`src/rtl/cic_pkg.sv`:
```
// shared constants and types of the cic decimator
// no dependencies; used by every module in rtl/

package cic_pkg;

	localparam int STAGES     = 4;
	localparam int DIFF_DELAY = 2;
	localparam int ACC_WIDTH  = 52;

	localparam int SAMPLE_W = 16;
	localparam int OUT_W    = 52;
	localparam int FACTOR_W = 9;
	localparam int PHASE_W  = 8;

	localparam logic [FACTOR_W-1:0] FACTOR_RESET = FACTOR_W'(8);
	localparam logic [FACTOR_W-1:0] FACTOR_MAX   = FACTOR_W'(256);

	typedef logic signed [ACC_WIDTH-1:0] acc_t;

	// control that travels beside the data from cell to cell
	typedef struct packed {
		logic valid;
		logic emit;
	} cic_tag_t;

endpackage

```
`src/rtl/cic_integ_cell.sv`:
```
// one integrator cell of the cic chain: running sum plus tag register
// depends on cic_pkg

module cic_integ_cell (
	input  logic              clk,
	input  logic              arst_n,
	input  logic              en,
	input  cic_pkg::cic_tag_t in_tag,
	input  cic_pkg::acc_t     in_data,
	output cic_pkg::cic_tag_t out_tag,
	output cic_pkg::acc_t     out_data
);

	cic_pkg::acc_t     sum_q;
	cic_pkg::cic_tag_t tag_q;

	always_ff @(posedge clk or negedge arst_n) begin
		if (!arst_n) begin
			sum_q <= '0;
			tag_q <= '0;
		end else if (en) begin
			tag_q <= in_tag;
			if (in_tag.valid) begin
				sum_q <= sum_q + in_data;
			end
		end
	end

	assign out_tag  = tag_q;
	assign out_data = sum_q;

endmodule

```
`src/rtl/cic_comb_cell.sv`:
```
// one comb cell of the cic chain: delay line and difference register
// depends on cic_pkg

module cic_comb_cell (
	input  logic              clk,
	input  logic              arst_n,
	input  logic              en,
	input  cic_pkg::cic_tag_t in_tag,
	input  cic_pkg::acc_t     in_data,
	output cic_pkg::cic_tag_t out_tag,
	output cic_pkg::acc_t     out_data
);

	cic_pkg::acc_t     dly_q [cic_pkg::DIFF_DELAY];
	cic_pkg::acc_t     data_q;
	cic_pkg::cic_tag_t tag_q;
	logic              take;

	// only samples that close a group reach the combs
	assign take = in_tag.valid && in_tag.emit;

	always_ff @(posedge clk or negedge arst_n) begin
		if (!arst_n) begin
			for (int i = 0; i < cic_pkg::DIFF_DELAY; i++) begin
				dly_q[i] <= '0;
			end
			tag_q <= '0;
		end else if (en) begin
			tag_q.valid <= take;
			tag_q.emit  <= take;
			if (take) begin
				dly_q[0] <= in_data;
				for (int i = 1; i < cic_pkg::DIFF_DELAY; i++) begin
					dly_q[i] <= dly_q[i-1];
				end
			end
		end
	end

	always_ff @(posedge clk) begin
		if (en && take) begin
			data_q <= in_data - dly_q[cic_pkg::DIFF_DELAY-1];
		end
	end

	assign out_tag  = tag_q;
	assign out_data = data_q;

endmodule

```
`src/rtl/cic_out_buf.sv`:
```
// two-entry output buffer between the comb chain and the master port
// depends on cic_pkg

module cic_out_buf (
	input  logic          clk,
	input  logic          arst_n,
	input  logic          push,
	input  cic_pkg::acc_t push_data,
	output logic          full,
	output logic          out_valid,
	input  logic          out_ready,
	output cic_pkg::acc_t out_data
);

	cic_pkg::acc_t ent_q [2];
	logic          wr_ptr_q;
	logic          rd_ptr_q;
	logic [1:0]    cnt_q;
	logic          pop;

	assign full      = (cnt_q == 2'd2);
	assign out_valid = (cnt_q != 2'd0);
	assign pop       = out_valid && out_ready;
	assign out_data  = ent_q[rd_ptr_q];

	always_ff @(posedge clk) begin
		if (push) begin
			ent_q[wr_ptr_q] <= push_data;
		end
	end

	always_ff @(posedge clk or negedge arst_n) begin
		if (!arst_n) begin
			wr_ptr_q <= 1'b0;
			rd_ptr_q <= 1'b0;
			cnt_q    <= 2'd0;
		end else begin
			if (push) begin
				wr_ptr_q <= ~wr_ptr_q;
			end
			if (pop) begin
				rd_ptr_q <= ~rd_ptr_q;
			end
			unique case ({push, pop})
				2'b10:   cnt_q <= cnt_q + 2'd1;
				2'b01:   cnt_q <= cnt_q - 2'd1;
				default: cnt_q <= cnt_q;
			endcase
		end
	end

endmodule

```
`src/rtl/cic_decimator_unit.sv`:
```
// cic decimator top: phase counter, integrator and comb cell chains, output buffer
// path: input beat -> STAGES integrator cells -> STAGES comb cells -> output buffer
// throughput: one input beat per cycle unless stalled; one output beat per decimation_factor inputs
// the whole cell chain advances together and holds only when the two-entry
// output buffer is full and a result sits in the last comb cell
// reset (arst_n low) clears sums, delay lines, phase and buffer; factor returns to 8

module cic_decimator_unit (
	input  logic        clk,
	input  logic        arst_n,
	// config register: decimation_factor
	input  logic        cfg_wr_en,
	input  logic [8:0]  cfg_wr_data,
	// input stream
	input  logic        s_tvalid,
	output logic        s_tready,
	input  logic [15:0] s_tdata,   // [15:0] sample_in
	// output stream
	output logic        m_tvalid,
	input  logic        m_tready,
	output logic [55:0] m_tdata    // [51:0] sample_out, [55:52] zero
);

	localparam int S = cic_pkg::STAGES;

	// configuration
	logic [cic_pkg::FACTOR_W-1:0] factor_q;
	logic [cic_pkg::FACTOR_W-1:0] eff_factor;
	logic [cic_pkg::PHASE_W-1:0]  phase_q;
	logic [cic_pkg::FACTOR_W-1:0] phase_next;

	// chain wiring: index 0 is the input side of the chain
	cic_pkg::cic_tag_t integ_tag [S+1];
	cic_pkg::acc_t     integ_data [S+1];
	cic_pkg::cic_tag_t comb_tag [S+1];
	cic_pkg::acc_t     comb_data [S+1];

	logic          pipe_en;
	logic          buf_full;
	logic          in_beat;
	cic_pkg::acc_t out_acc;

	always_ff @(posedge clk or negedge arst_n) begin
		if (!arst_n) begin
			factor_q <= cic_pkg::FACTOR_RESET;
		end else if (cfg_wr_en) begin
			factor_q <= cfg_wr_data;
		end
	end

	// zero acts as one, anything above 256 saturates
	always_comb begin
		priority if (factor_q == '0) begin
			eff_factor = cic_pkg::FACTOR_W'(1);
		end else if (factor_q > cic_pkg::FACTOR_MAX) begin
			eff_factor = cic_pkg::FACTOR_MAX;
		end else begin
			eff_factor = factor_q;
		end
	end

	// stall only when a finished result cannot move into the buffer
	assign pipe_en  = !(comb_tag[S].valid && buf_full);
	assign s_tready = pipe_en;
	assign in_beat  = s_tvalid && s_tready;

	// phase counter marks the last sample of each group
	assign phase_next = cic_pkg::FACTOR_W'(phase_q) + cic_pkg::FACTOR_W'(1);

	always_ff @(posedge clk or negedge arst_n) begin
		if (!arst_n) begin
			phase_q <= '0;
		end else if (in_beat) begin
			if (phase_next >= eff_factor) begin
				phase_q <= '0;
			end else begin
				phase_q <= phase_next[cic_pkg::PHASE_W-1:0];
			end
		end
	end

	assign integ_tag[0].valid = s_tvalid;
	assign integ_tag[0].emit  = (phase_next >= eff_factor);
	assign integ_data[0]      = cic_pkg::ACC_WIDTH'($signed(s_tdata));

	// integrator cells run at the full input rate
	for (genvar g = 0; g < S; g++) begin : g_integ
		cic_integ_cell u_integ (
			.clk      (clk),
			.arst_n   (arst_n),
			.en       (pipe_en),
			.in_tag   (integ_tag[g]),
			.in_data  (integ_data[g]),
			.out_tag  (integ_tag[g+1]),
			.out_data (integ_data[g+1])
		);
	end

	assign comb_tag[0]  = integ_tag[S];
	assign comb_data[0] = integ_data[S];

	// comb cells only act on group-closing samples
	for (genvar g = 0; g < S; g++) begin : g_comb
		cic_comb_cell u_comb (
			.clk      (clk),
			.arst_n   (arst_n),
			.en       (pipe_en),
			.in_tag   (comb_tag[g]),
			.in_data  (comb_data[g]),
			.out_tag  (comb_tag[g+1]),
			.out_data (comb_data[g+1])
		);
	end

	cic_out_buf u_buf (
		.clk       (clk),
		.arst_n    (arst_n),
		.push      (pipe_en && comb_tag[S].valid),
		.push_data (comb_data[S]),
		.full      (buf_full),
		.out_valid (m_tvalid),
		.out_ready (m_tready),
		.out_data  (out_acc)
	);

	// output wraps at ACC_WIDTH and is zero padded to whole bytes
	assign m_tdata = {4'b0000, cic_pkg::OUT_W'($unsigned(out_acc))};

	// a group-closing sample leaving the integrators must land in the first comb
	a_emit_enters_comb: assert property (@(posedge clk) disable iff (!arst_n)
		integ_tag[S].valid && integ_tag[S].emit && pipe_en |=> comb_tag[1].valid)
		else $error("group-closing sample dropped at comb entry");

	// an output beat only appears after the last comb handed over a result
	a_out_from_comb: assert property (@(posedge clk) disable iff (!arst_n)
		$rose(m_tvalid) |-> $past(comb_tag[S].valid))
		else $error("output beat without a comb result");

	// a stalled result in the last comb cell is neither lost nor altered
	a_stall_holds: assert property (@(posedge clk) disable iff (!arst_n)
		!pipe_en |=> comb_tag[S].valid && $stable(comb_data[S]))
		else $error("stalled comb result changed");

endmodule
```
`config.mk`:
```
export PLATFORM = sky130hd
export DESIGN_NAME = cic_decimator_unit
export DESIGN_NICKNAME = d
export VERILOG_FILES = /design/src/rtl/cic_pkg.sv /design/src/rtl/cic_integ_cell.sv /design/src/rtl/cic_comb_cell.sv /design/src/rtl/cic_out_buf.sv /design/src/rtl/cic_decimator_unit.sv
export SDC_FILE = /design/constraint.sdc
export NUM_CORES = 2
export LEC_CHECK = 0
export BUFFER_PORTS_ARGS = -buffer_cell sky130_fd_sc_hd__buf_4
export CAP_MARGIN = 30
export CORE_ASPECT_RATIO = 0.5
export CORE_MARGIN = 1
export CORE_UTILIZATION = 55
export CTS_CLUSTER_SIZE = 25
export DETAILED_ROUTE_END_ITERATION = 10
export GPL_ROUTABILITY_DRIVEN = 0
export PLACE_DENSITY = 0.72
export SYNTH_ARGS = -nofsm -noshare
export SYNTH_HDL_FRONTEND = slang
export SYNTH_SLANG_ARGS = --single-unit
```
`constraint.sdc`:
```
create_clock -name clk -period 8.2 [get_ports clk]
set_input_delay 0.41 -clock clk [delete_from_list [all_inputs] [get_ports clk]]
set_output_delay 0.41 -clock clk [all_outputs]
set_load 0.05 [all_outputs]
```
==> results.py <==
metrics = {
    "clocking": {
        "cts-resized-gates": 0,
        "cts_buf_count": 86,
        "cts-hold-fix-buffers": 11,
        "clk_root_buffer_cell": "sky130_fd_sc_hd__clkbuf_16",
        "cts.htree.levels": 3,
        "cts.sink_count": 969,
        "cts_tree": "done",
        "clkLatencyLatePin_ns": 0.68,
        "clk_transition_reported_paths_ns": 0.07,
        "post-cts-setup-buffers": 0,
        "max-clock-path-buffers": 3,
    },
    "critical_path": {
        "startpoint_type": "flop",
        "rr_endpoint": "g_comb[0].u_comb.out_data[48]$_DFFE_PP_",
        "req_time_crit_path_ns": 8.63,
        "worstSetupStartpoint": "g_integ[3].u_integ.out_data[0]$_DFFE_PN0P_",
        "cpPeakStageDelay_ns": 0.50,
        "worstPathBufferInverterCount": 1,
        "critical_path.top_delay_family": "compound AO/OA/AOI/OAI gates",
        "reg2reg_setup_slack_ns": 4.15,
        "worstPathCellList": "inv_1 -> ha_1 -> fa_1 -> nor2b_1 -> o2111ai_1 -> a2111oi_2 -> a211oi_2 -> o21a_1 -> a21oi_1 -> o2111ai_1 -> a311oi_1 -> a31o_2 -> a21oi_1 -> xnor2_1",
        "worst_ep_arrival_time_ns": 4.48,
        "worst_path_max_delay_cell": "sky130_fd_sc_hd__a2111oi_2",
        "critPathKind": "flop to flop",
        "rr_startpoint": "g_integ[3].u_integ.out_data[0]$_DFFE_PN0P_",
        "critical_path_peak_fanout": 4,
        "critPathCaptureType": "flop",
        "ff2ff_path_depth": 14,
    },
    "timing": {
        "period_minus_slack_ns": 4.052,
        "rsz_0062_raised_after_global_routing": "no",
        "fmaxAchievable_mhz": 246.8,
        "hold_viol_final": 0,
        "setup_tns_ns": 0,
        "clock-skew-final_ns": 0.02852,
        "setup_viol_count_final": 0,
        "finalMaxSlewViolations": 0,
        "worstMarginPinSlew_ns": 1.205,
        "slew_headroom": 0.1965,
        "min_period_over_period": 0.4942,
    },
    "synthesis": {
        "synth_area_per_cell_um2": 9.871,
        "ys_flop_type": "sky130_fd_sc_hd__dfrtp_1",
        "synth_edf_count": 312,
        "synth_cell_types": 84,
        "yosys_warnings": 0,
        "synthCells": 5759,
        "synth.ff_latch_count": 969,
        "async_reset_ff_frac": 0.6780,
        "post_synth_design_cell_area_um2": 56840,
        "seq_total_area_yosys": 0.4541,
    },
    "worst_hold_path": {
        "hold_depth": 4,
        "timing.hold.worst.start": "s_tdata[0]",
        "worst_hold_path.endpoint": "g_integ[0].u_integ.out_data[0]$_DFFE_PN0P_",
        "hold_path_class": "input port to flop",
    },
    "drt": {
        "detailedRoute.firstPassIterationCount": 6,
        "drt_wl_total_um": 112100,
        "drc": 0,
        "routedWlPerCell_um": 15.71,
        "dr.first_iter.drc_count": 3173,
        "route.detailed.vias_per_inst": 5.750,
        "drtAntennaViolNets": 0,
        "vias_after_detailed_routing": 41021,
    },
    "cells_and_area": {
        "multi_input_comb_area_um2": 28870,
        "insertedDiodeCount": 0,
        "layout.filler_cells": 8075,
        "layout-drive-gt1-share": 0.1010,
        "regArea_um2": 25810,
        "layout_area_growth_over_synthesis_pct": 8.659,
        "layout.nets": 6174,
    },
    "placement": {
        "port-buffer-count": 83,
        "place_hpwl_um": 81730,
    },
    "floorplan": {
        "die_h_um": 229.3,
        "chipWidth_um": 456.7,
        "initial_core_util": 0.5613,
        "design.die.area_um2": 104700,
        "io-pin-count": 88,
        "placementRows": 82,
        "design.core.area_um2": 101300,
    },
    "global_routing": {
        "pin_count_of_the_biggest_net_entering_global_routing": 189,
        "grt_overflow_total": 0,
        "via_count_of_the_first_global_routing_pass": 38967,
        "initial_antenna_violation_count": 0,
        "grtUsageTotal": 0.2144,
        "grt_pass1_wl_um": 190900,
    },
    "run_status": {
        "status": "complete, no violations",
    },
    "job": {
        "cap_violations": 0,
    },
}
==> routing by layer <==
layer	GRT usage	vias to the layer above	routed length, µm
met1	0.3169	19107	56120
li1	-	20587	-
met4	0.06398	0	2918
met5	0	-	0
met3	0.02699	228	4996
met2	0.3295	1099	48070
==> Yosys cell counts, types with 7 or more instances <==
cell type | number | share of area
sky130_fd_sc_hd__o31ai_1 | 22 | 0.0029
sky130_fd_sc_hd__a2111oi_0 | 8 | 0.0012
sky130_fd_sc_hd__a21o_1 | 278 | 0.037
sky130_fd_sc_hd__fa_1 | 8 | 0.0028
sky130_fd_sc_hd__nor2b_1 | 39 | 0.0043
sky130_fd_sc_hd__ha_1 | 419 | 0.092
sky130_fd_sc_hd__o21a_1 | 53 | 0.0070
sky130_fd_sc_hd__o211ai_1 | 18 | 0.0024
sky130_fd_sc_hd__nor2_1 | 237 | 0.016
sky130_fd_sc_hd__mux2_2 | 284 | 0.056
sky130_fd_sc_hd__nor3_1 | 53 | 0.0047
sky130_fd_sc_hd__nor4_1 | 13 | 0.0014
sky130_fd_sc_hd__a21oi_1 | 430 | 0.038
sky130_fd_sc_hd__or3_1 | 14 | 0.0015
sky130_fd_sc_hd__o2111ai_1 | 13 | 0.0020
sky130_fd_sc_hd__a31oi_1 | 44 | 0.0048
sky130_fd_sc_hd__o21ai_0 | 618 | 0.054
sky130_fd_sc_hd__edfxtp_1 | 312 | 0.16
sky130_fd_sc_hd__clkbuf_1 | 233 | 0.015
sky130_fd_sc_hd__a31o_2 | 12 | 0.0018
sky130_fd_sc_hd__nand2b_1 | 40 | 0.0044
sky130_fd_sc_hd__a21boi_0 | 17 | 0.0022
sky130_fd_sc_hd__o31a_1 | 17 | 0.0026
sky130_fd_sc_hd__nand2_1 | 684 | 0.045
sky130_fd_sc_hd__nand4_1 | 94 | 0.010
sky130_fd_sc_hd__and3_1 | 42 | 0.0046
sky130_fd_sc_hd__a41oi_1 | 11 | 0.0017
sky130_fd_sc_hd__buf_1 | 10 | 0.00066
sky130_fd_sc_hd__xnor2_1 | 243 | 0.037
sky130_fd_sc_hd__and2_1 | 22 | 0.0024
sky130_fd_sc_hd__o21ai_1 | 12 | 0.0011
sky130_fd_sc_hd__a211oi_1 | 30 | 0.0040
sky130_fd_sc_hd__inv_1 | 322 | 0.021
sky130_fd_sc_hd__a221oi_1 | 12 | 0.0018
sky130_fd_sc_hd__a221o_1 | 7 | 0.0012
sky130_fd_sc_hd__dfrtp_1 | 656 | 0.29
sky130_fd_sc_hd__or2_2 | 8 | 0.00088
sky130_fd_sc_hd__nand3_1 | 73 | 0.0064
sky130_fd_sc_hd__o21bai_1 | 75 | 0.0099
sky130_fd_sc_hd__xor2_1 | 151 | 0.023
==> cell type report <==
| type | count | share of cell area |
|---|---|---|
| multi-input cells | 4214 | 0.4675 |
| clock buffers | 117 | 0.04007 |
| inverters | 327 | 0.02012 |
| repair buffers | 119 | 0.01673 |
| clock inverters | 44 | 0.01049 |
| well taps | 1344 | 0.02723 |
| flip-flops and latches | 969 | 0.4179 |
==> per-stage QoR <==
stage | util | worst slack [ns] | hold WS (ns) | cell area (µm²) | instances
2_1_floorplan | - | 4.120 | 0.1144 | 56860 | 5762
5_1_grt | 0.6100 | 3.876 | 0.04815 | 61770 | 7134
6_report | 0.6100 | 4.148 | 0.07718 | 61770 | 7134
3_3_place_gp | 0.5767 | 4.362 | 0.4221 | 58400 | 6956
4_1_cts | 0.6089 | 4.192 | 0.01970 | 61660 | 7130
3_5_place_dp | 0.5770 | 4.214 | 0.4298 | 58430 | 6958
==> layout by cell type, fill, tap and decap left out, types with 14 or more instances in the layout <==
master                        n
sky130_fd_sc_hd__and3_1      40
sky130_fd_sc_hd__xor2_1     151
sky130_fd_sc_hd__a21oi_1    430
sky130_fd_sc_hd__nor3_1      53
sky130_fd_sc_hd__inv_1      322
sky130_fd_sc_hd__nand2b_1    40
sky130_fd_sc_hd__nor2_1     236
sky130_fd_sc_hd__o21a_1      53
sky130_fd_sc_hd__nand3_1     73
sky130_fd_sc_hd__clkbuf_16   91
sky130_fd_sc_hd__nand4_1     94
sky130_fd_sc_hd__o31a_1      17
sky130_fd_sc_hd__a31oi_1     44
sky130_fd_sc_hd__edfxtp_1   312
sky130_fd_sc_hd__or3_1       14
sky130_fd_sc_hd__xnor2_1    243
sky130_fd_sc_hd__nor2b_1     39
sky130_fd_sc_hd__o21ai_0    618
sky130_fd_sc_hd__o21bai_1    75
sky130_fd_sc_hd__and2_1      22
sky130_fd_sc_hd__a21o_1     278
sky130_fd_sc_hd__o31ai_1     22
sky130_fd_sc_hd__dfrtp_1    655
sky130_fd_sc_hd__mux2_2     284
sky130_fd_sc_hd__buf_4      101
sky130_fd_sc_hd__nand2_1    680
sky130_fd_sc_hd__clkbuf_1    16
sky130_fd_sc_hd__ha_1       419
sky130_fd_sc_hd__o211ai_1    18
sky130_fd_sc_hd__a211oi_1    30
sky130_fd_sc_hd__a21boi_0    17
==> flip-flops by register name, indices dropped and copies added (netlist names) <==
signal / count
g_integ.u_integ.out_tag: 8
g_comb.u_comb.dly_q: 416
g_integ.u_integ.out_data: 208
u_buf.wr_ptr_q: 1
factor_q: 9
u_buf.ent_q: 104
phase_q: 8
g_comb.u_comb.out_tag: 4
u_buf.rd_ptr_q: 1
g_comb.u_comb.out_data: 208
u_buf.cnt_q: 2
==> worst max path at each step <==
stage,to,slack (ns),cells after the start
after floorplan,g_comb[1].u_comb.out_data[0]$_DFFE_PP_,4.12,8
after global placement,g_comb[0].u_comb.out_data[48]$_DFFE_PP_,4.36,14
after detailed placement,g_comb[0].u_comb.out_data[48]$_DFFE_PP_,4.21,14
after CTS,g_integ[3].u_integ.out_data[50]$_DFFE_PN0P_,4.19,13
after global routing,g_integ[3].u_integ.out_data[50]$_DFFE_PN0P_,3.88,13
final,g_comb[0].u_comb.out_data[48]$_DFFE_PP_,4.15,14
==> worst min-delay path: cells and delay by family <==
family	cells	cell delay, ns
buffers and inverters	1	0.08
AND/OR/NAND/NOR	2	0.10
adder cells (fa/ha/maj)	1	0.13
==> cells by family after synthesis <==
| logic type | Yosys count | share of synthesized area |
|---|---|---|
| AO/OA/AOI/OAI | 1761 | 0.1898 |
| flip-flops | 969 | 0.4541 |
| adder cells (fa/ha/maj) | 427 | 0.09504 |
| AND/OR/NAND/NOR | 1343 | 0.1053 |
| multiplexers | 285 | 0.05644 |
| other | 1 | 0.00006597 |
| XOR/XNOR | 394 | 0.06071 |
| buffers and inverters | 579 | 0.03861 |
Power is not shown: default switching activity piles up to over one toggle a cycle in this logic, so the estimate is an artifact.
